[config.mk]
export PLATFORM = sky130hd
export DESIGN_NAME = c8_vram
export DESIGN_NICKNAME = d
export VERILOG_FILES = /design/src/c8_vram.sv
export SDC_FILE = /design/constraint.sdc
export NUM_CORES = 1
export LEC_CHECK = 0
export BUFFER_PORTS_ARGS = -buffer_cell sky130_fd_sc_hd__buf_2
export CAP_MARGIN = 5
export CORE_MARGIN = 5
export CORE_UTILIZATION = 54
export DETAILED_ROUTE_END_ITERATION = 16
export PLACE_DENSITY = 0.81
export RECOVER_POWER = 100
export SLEW_MARGIN = 0
export SYNTH_ARGS = -nofsm -noshare
export SYNTH_HDL_FRONTEND = slang
export SYNTH_SLANG_ARGS = --single-unit
[constraint.sdc]
create_clock -name clk_i -period 1.5 [get_ports clk_i]
set_input_delay 0.15 -clock clk_i [delete_from_list [all_inputs] [get_ports clk_i]]
set_output_delay 0.15 -clock clk_i [all_outputs]
set_load 0.01 [all_outputs]
[src/c8_vram.sv]
// c8_vram: small memory with per-entry valid bits so unwritten entries read zero
// used for the data registers, the return stack and the frame rows
module c8_vram #(
  parameter int unsigned Width = 8,
  parameter int unsigned Depth = 16,
  localparam int unsigned AW   = (Depth > 1) ? $clog2(Depth) : 1
) (
  input  logic             clk_i,
  input  logic             rst_ni,
  input  logic             clr_i,
  input  logic             we_i,
  input  logic [AW-1:0]    waddr_i,
  input  logic [Width-1:0] wdata_i,
  input  logic [AW-1:0]    raddr_i,
  output logic [Width-1:0] rdata_o
);

  logic [Width-1:0] mem [Depth];
  logic [Depth-1:0] valid_q;
  logic [Width-1:0] rdata_q;

  // data array and registered read, invalid entries read as zero
  always_ff @(posedge clk_i) begin
    if (we_i) begin
      mem[waddr_i] <= wdata_i;
    end
    rdata_q <= valid_q[raddr_i] ? mem[raddr_i] : '0;
  end

  // valid bits, cleared at reset and on a clear request
  always_ff @(posedge clk_i or negedge rst_ni) begin
    if (!rst_ni) begin
      valid_q <= '0;
    end else if (clr_i) begin
      valid_q <= '0;
    end else if (we_i) begin
      valid_q[waddr_i] <= 1'b1;
    end
  end

  assign rdata_o = rdata_q;

endmodule

Word level (Yosys, flattened, before mapping)
Memories as Yosys holds them, arrays and structs flattened. A register that Yosys moved wholly into a read port is not among the register bits.
Cells that the tools add are included.
Widths: inputs -> output; s select.

word-level totals
  ROM bits = 0
  latch bits = 0
  register bits after elaboration = 16
  memories = 1
  logic and storage cells = 17
  input port bits = 20
  RAM bits = 128

memory list
  memory  depth  bits a word  read ports  clocked after memory_dff  wr ports  RTL line  source
  mem     16     8            1           1                         1         18        logic [Width-1:0] mem [Depth];

operators by class
  reductions and logical operators = 3
  multiply operators = 0
  magnitude comparators = 3
  bitwise operators = 1
  mux-type cells = 8
  add/subtract/negate cells = 0
  equality and inequality tests = 0
  shift operators = 0
  divide/modulo/power cells = 0

operators by type and width
  operator            number
  $mux 16             2
  $or 16x16->16       1
  $lt 4x5->1 const B  2
  $bmux 1 s4          1
  $demux 1 s4         1
  $ge 4x1->1 const B  1
  $mux 1              4
  $reduce_bool 2->1   1
  $logic_and 1x1->1   1
  $logic_not 1->1     1

Longest topological paths before layout
Gate-level depths: netlist (run 1).

  word-level depth = 7
  gate-level depth with buffers = 5
  gate-level depth less buffers = 4

Least setup slack after synthesis (run 1)
No wires, ideal clock.

  kind = in2reg
  from = in waddr_i[2]
  to = mem mem[0][0], enable pin
  path slack = -0.194 ns
  data arrival time = 1.309 ns
  cell stages on the path = 2
  setup time = 0.386 ns
  cells stage by stage = or3b_2 > nor3_1

RTL lines
  what                RTL line  source
  start: declaration  12        input logic [AW-1:0] waddr_i,
  end: declaration    18

Straight into the memory's write port.

Worst setup path after layout (run 1)
  from = reg valid_q[15]
  to = reg rdata_q[2], in the netlist rdata_o[2], read port of mem

on the way
  cells in the longest elaborated chain, start to end = 3

RTL lines
  what                              RTL line  source
  start: declaration                19        logic [Depth-1:0] valid_q;
  start signal: assignment          33        valid_q <= '0;
  start signal: assignment          35        valid_q <= '0;
  start signal: indexed assignment  37        valid_q[waddr_i] <= 1'b1;
  $bmux 1 s4                        27        rdata_q <= valid_q[raddr_i] ? mem[raddr_i] : '0;
  $mux 1 (not written as such)      27
  $logic_not 1->1 (no source line)  --
  end: declaration                  20        logic [Width-1:0] rdata_q;

No other way between the ends. The select of a mux whose other input is x is not followed.
A chain may end at the register's enable or synchronous reset.

==> out/results.ini, run 1 <==
[layout]
post-route-cell-area_mm2=0.00685
layout_area_growth_over_synthesis_pct=19.3
multi_input_comb_area_mm2=0.00129
fillers=702
ff_latch_area_mm2=0.00440
antenna_cells=0
post_route_cells_drive_above_1_share=0.250
finish.cell_count_without_fillers=508
final_nets=379

[yosys]
ys_ff_latch=152
synth-warning-count=0
synth-seq-area-share=0.767
count_of_flip_flops_with_a_built_in_enable_after_synthesis=128
postSynth.asyncResetShare=0.105
yosys-top-cells-area=sky130_fd_sc_hd__edfxtp_1 67%, sky130_fd_sc_hd__mux4_2 14%, sky130_fd_sc_hd__dfrtp_1 7.0%
post_synth_instance_area_mm2=0.00574
share_of_the_synthesized_area_in_compound_gates_ao_oa_aoi_oai=0.0312
synth-xor-area-share=0
netlist.top_cell.by_area=sky130_fd_sc_hd__edfxtp_1
syn_inst=287
synth_simple_gate_area_share=0.0475
synth.most_common_cell=sky130_fd_sc_hd__edfxtp_1
dominantRegCellSynth=sky130_fd_sc_hd__edfxtp_1
yosys-top-cells-count=128 x sky130_fd_sc_hd__edfxtp_1, 45 x sky130_fd_sc_hd__nor2_1, 36 x sky130_fd_sc_hd__mux4_2, 16 x sky130_fd_sc_hd__a22oi_1, 16 x sky130_fd_sc_hd__dfrtp_1
synth.net_count=307
post_synth.cell_area_avg_um2=20.0
yosysTopAreaCellShare=0.669
synthAdderAreaFrac=0
synth_cell_type_count=22
synth_top_family_by_area=multiplexers
post_synth_mux_area_share=0.141

[global_routing]
globalRouteOverflowTotal=0
grt_max_degree=25
antenna_found_initial=0
grt_first_pass_wirelength_mm=17.5
grtUsageTotal=0.193
vias_in_the_first_global_route=3139

[flow_run]
drv_cap=0

[routing]
initialDrtViolationCount=269
route.final.wire_length_mm=11.1
ant_nets=0
routed_wire_length_per_instance_um=21.9
firstDrtPassIters=4
post_route_drc=0
vias=2932
avgViaCountPerCell=5.77

[sta]
final-setup-viol-count=8
finalHoldWorstSlack_ns=0.233
setup_ws_ns=-0.0517
worst_slew_pin_slew_ns=0.855
normalized_max_slew_margin=0.430
finalWorstPathRequiredPeriod_ns=1.55
timing.final.hold_violations=0
fin_crit_sh=1.03
rsz0062_at_grt=yes
timing.clock.skew_ns=0.0104
fmax_mhz=644
final-max-slew-violation-count=0

[clock_tree]
clock_tree.buffer_depth=2
cts_tree=built
cts_root_buf=sky130_fd_sc_hd__clkbuf_8
worst_skew_pair.late_latency_ns=0.53
clkSlewWorstSetupHoldPaths_ns=0.06
cts_max_level=4
cts_num_sinks=152
cts_buffers=17

[floorplanning]
rows=37
dieArea_mm2=0.0128
design.portCount=28
die_y_um=113
starting_density_of_the_core=0.554
coreArea_mm2=0.0104
chipWidth_um=113

[placement]
placedInstanceArea_mm2=0.00626
port_buffers=27
place_hpwl_mm=7.12
place.gp.congestion=0.802
numPlacedInstances=465

[critical_path]
worst_setup_path_end_kind=register
crit_required_ns=1.91
timing_worst_setup_path_type=register to register
cp.arrival_ns=1.96
cp_max_fo=8
critPathLaunchType=register

[run_status]
failed_checks=negative setup slack
outcome=finished, violations left

[power]
p_leak_nw=2.29
power-per-cell-area_mw_per_mm2=1320
worst_ir_drop_vdd_mv=0.794

[min_path]
hold_class=input port to async pin

[through the flow]
| stage | setup TNS [ns] | setup slack (ns) | util | total power, mW |
|---|---|---|---|---|
| global placement | -0.679 | -0.120 | 0.604 | 5.21 |
| CTS | -0.281 | -0.0412 | 0.668 | 9.12 |
| finish | -0.308 | -0.0517 | 0.660 | 9.04 |
| global route | -0.589 | -0.0873 | 0.660 | 9.36 |
| detailed placement | -0.917 | -0.149 | 0.604 | 5.23 |
| floorplan | 0 | 0.0501 | - | 5.02 |
[repair_timing]
action,CTS,global route
hold buffers,10,0
hold endpoints to repair,160,0
pin swaps,2,2
setup endpoints to repair,8,8
buffers inserted,0,1
resized for setup,3,2
[cell usage in the layout (no fill, tap or decap), types with 2 or more instances in the layout]
master                            n
sky130_fd_sc_hd__nor3_1           4
sky130_fd_sc_hd__clkinvlp_4       3
sky130_fd_sc_hd__edfxtp_1       128
sky130_fd_sc_hd__clkbuf_16       16
sky130_fd_sc_hd__clkinv_4         2
sky130_fd_sc_hd__clkinv_2         3
sky130_fd_sc_hd__buf_12           6
sky130_fd_sc_hd__nand3b_1         2
sky130_fd_sc_hd__nor2b_1          2
sky130_fd_sc_hd__inv_6            4
sky130_fd_sc_hd__mux4_2          36
sky130_fd_sc_hd__buf_4            7
sky130_fd_sc_hd__nand2b_1         2
sky130_fd_sc_hd__dfrtp_1         16
sky130_fd_sc_hd__a21oi_2          3
sky130_fd_sc_hd__a21oi_1          5
sky130_fd_sc_hd__a22oi_1         16
sky130_fd_sc_hd__dfxtp_1          8
sky130_fd_sc_hd__dlygate4sd3_1   10
sky130_fd_sc_hd__a22o_4           2
sky130_fd_sc_hd__nor2_1          45
sky130_fd_sc_hd__clkbuf_1        37
sky130_fd_sc_hd__buf_2            7
[power by group]
part	leakage, nW	switching (mW)	internal [mW]
combinational	0.587	0.252	0.211
sequential	1.44	0.0222	4.67
clock	0.260	1.68	2.21
total	2.29	1.95	7.09
[worst max-delay path: stages (launching register included)]
cell and delay (ns):
sky130_fd_sc_hd__dfrtp_1 0.38, sky130_fd_sc_hd__mux4_2 0.51, sky130_fd_sc_hd__a22o_4 0.26, sky130_fd_sc_hd__nor2_8 0.21, sky130_fd_sc_hd__a21oi_1 0.06
[routing by layer]
metal  part of all wire  GRT usage  vias to the layer above
li1                   -          -                     1301
met1               0.38      0.257                     1471
met2               0.50      0.304                      145
met3               0.10     0.0545                       15
met4              0.016     0.0793                        0
met5                  0          0                        -
[state kept, by name, indices dropped and copies added, names as in the netlist]
register and flops:
mem 128, rdata_o 8, valid_q 16
[cell families (layout without fill, tap and decap cells)]
logic type             count (synthesis)  count (layout)
AOI/OAI and AO/OA                     26              26
buffers and inverters                 13              98
DFF                                  152             152
muxes                                 36              36
and+or+nand+nor                       60              60
[final cells by class]
class	instances	area share
multi-input cells	122	0.188
repair buffers	66	0.0647
clock inverters	14	0.0181
clock buffers	18	0.0610
flip-flops and latches	152	0.643
well taps	136	0.0248
[worst paths after layout]
| check | startpoint | end | slack [ns] | cells after the start |
|---|---|---|---|---|
| min reg2reg | valid_q[6] | valid_q[6] | 0.50 | 2 |
| min | rst_ni | valid_q[7] | 0.23 | 2 |
| max in group asynchronous | rst_ni | valid_q[12] | 0.73 | 2 |
| max | valid_q[15] | rdata_o[2] | -0.05 | 4 |
| max reg2reg | valid_q[15] | rdata_o[2] | -0.05 | 4 |
| min in group clk_i | raddr_i[1] | rdata_o[5] | 0.30 | 5 |
(Power assumes the default switching activity.)
==> run 2: changes to the inputs <==
--- a/config.mk
+++ b/config.mk
@@ -12,6 +12,7 @@
 export DETAILED_ROUTE_END_ITERATION = 16
 export PLACE_DENSITY = 0.81
 export RECOVER_POWER = 100
+export SETUP_SLACK_MARGIN = 0.1
 export SLEW_MARGIN = 0
 export SYNTH_ARGS = -nofsm -noshare
 export SYNTH_HDL_FRONTEND = slang
==> run 2 against run 1 <==
Net effect: the flow still finishes with violations (negative setup slack); flip-flop and latch count is the same; critical path type unchanged; clock skew shrank 0.0052 ns; global-route usage grew 0.24 points; sequential share of layout area grew 0.74 points; worst hold slack lost 0.083 ns; largest cell class unchanged.
==> out/results.ini, run 2 (same netlist as run 1, synthesis figures left out) <==
[sta]
worst_slew_pin_slew_ns=0.887
timing.final.hold_violations=0
finalWorstPathRequiredPeriod_ns=1.56
fmax_mhz=642
finalSetupTns_ns=-0.398
timing.clock.skew_ns=0.00522
fin_crit_sh=1.04
final-max-slew-violation-count=0
setup_ws_ns=-0.0583
rsz0062_at_grt=yes
normalized_max_slew_margin=0.409
final-setup-viol-count=8

[routing]
firstDrtPassIters=5
vias=3014
ant_nets=0
avgViaCountPerCell=6.00
post_route_drc=0
route.final.wire_length_mm=11.5
initialDrtViolationCount=182
routed_wire_length_per_instance_um=22.9

[global_routing]
grtUsageTotal=0.196
grt_max_degree=20
antenna_found_initial=0
grt_first_pass_wirelength_mm=18.0
vias_in_the_first_global_route=3133
globalRouteOverflowTotal=0

[power]
p_int_mw=7.23
switching_share=0.212
p_sw_mw=1.95
power_frac_comb=0.048
seqPwrFrac=0.511
share_clk_of_total_power=0.441
worst_ir_drop_vdd_mv=1.04
power-per-cell-area_mw_per_mm2=1360
report.power.total_mw=9.18
p_leak_nw=2.26

[placement]
placement.setup.worst_slack_ns=-0.175
port_buffers=27
place.gp.congestion=0.783
place_hpwl_mm=7.26
numPlacedInstances=461

[clock_tree]
clock_tree.buffer_depth=2
cts_buffers=17
clkSlewWorstSetupHoldPaths_ns=0.06
cts_tree=built
cts_root_buf=sky130_fd_sc_hd__clkbuf_8
worst_skew_pair.late_latency_ns=0.51
cts_num_sinks=152
cts_max_level=4

[layout]
finish.cell_count_without_fillers=502
final_nets=373
layout_area_growth_over_synthesis_pct=17.9
antenna_cells=0
top_reg_by_flops=mem
fillers=726
mostFrequentLayoutCells=128 x sky130_fd_sc_hd__edfxtp_1, 45 x sky130_fd_sc_hd__nor2_1, 37 x sky130_fd_sc_hd__clkbuf_1
largest_register_ffs=128
post_route_cells_drive_above_1_share=0.235
mostFrequentLayoutCell=sky130_fd_sc_hd__edfxtp_1
postLayoutCoreUtil=0.653

[critical_path]
worstSetupEndpoint=rdata_o[6]
crit_required_ns=1.90
cp.arrival_ns=1.96
r2r_setup_slack_ns=-0.06
timing_worst_setup_path_type=register to register
cp_max_fo=8
worst_setup_path_end_kind=register
critPathLaunchType=register
r2r-end=rdata_o[6]
crit_path_start=valid_q[12]
critical_path.reg2reg.startpoint=valid_q[12]
timing.reg2reg.worst_path_depth=4

[run_status]
failed_checks=negative setup slack
outcome=finished, violations left

[floorplanning]
chipWidth_um=113
coreArea_mm2=0.0104
design.portCount=28
rows=37
starting_density_of_the_core=0.554
dieArea_mm2=0.0128
die_y_um=113

[min_path]
holdPathStages=5
hold_class=input port to register

[flow_run]
drv_cap=0

-- run 2: changes by cell type in the layout (fill, tap and decap cells not counted), sizes merged --
| cell | delta |
|---|---|
| clkinv | -1 |
| dlygate4sd3 | -3 |
| bufinv | +1 |
| buf | -3 |
-- run 2: through the flow --
stage               instance area (µm²)  hold WS, ns
floorplan                          5750       -0.146
global placement                   6200       0.0725
detailed placement                 6200       0.0789
CTS                                6850      0.00224
global route                       6770        0.205
finish                             6770        0.151
-- run 2: per-layer routing --
metal,part of all wire,global-route usage,vias up
li1,-,-,1296
met1,0.40,0.260,1570
met2,0.52,0.321,137
met3,0.069,0.0529,11
met4,0.0097,0.0577,0
met5,0,0,-
-- run 2: worst min path at each step --
stage	start	to	slack, ns
2_1_floorplan	rst_ni	valid_q[0]	-0.15
3_3_place_gp	rst_ni	valid_q[15]	0.07
3_5_place_dp	rst_ni	valid_q[15]	0.08
4_1_cts	wdata_i[2]	mem[7][2]	0.002
5_1_grt	wdata_i[3]	mem[15][3]	0.20
6_report	waddr_i[2]	valid_q[14]	0.15
-- run 2: area by class of cell --
| cell class | count | area (µm²) | area share |
|---|---|---|---|
| well taps | 136 | 170 | 0.0251 |
| repair buffers | 60 | 353 | 0.0521 |
| multi-input cells | 122 | 1280 | 0.189 |
| clock buffers | 18 | 418 | 0.0617 |
| clock inverters | 14 | 148 | 0.0218 |
| flip-flops and latches | 152 | 4400 | 0.650 |
-- run 2: what timing repair did --
item	4_1_cts	5_1_grt
resized for setup	1	0
hold buffers	6	1
pin swaps	2	1
endpoints found under the setup margin	8	8
hold endpoints to repair	57	5
setup buffers	2	0
-- run 2: worst max-delay path, cell delays in order (launching register included) --
cell	delay, ns
sky130_fd_sc_hd__dfrtp_1	0.39
sky130_fd_sc_hd__mux4_2	0.49
sky130_fd_sc_hd__a22o_4	0.29
sky130_fd_sc_hd__nor2_8	0.20
sky130_fd_sc_hd__a21oi_1	0.07
-- run 2: power by group through the flow --
stage	clock, mW	combinational, mW	sequential (mW)
after floorplan	0	0.249	4.77
after global placement	0	0.418	4.77
after detailed placement	0	0.436	4.78
after CTS	4.10	0.454	4.69
after global routing	4.30	0.477	4.70
final	4.05	0.438	4.69
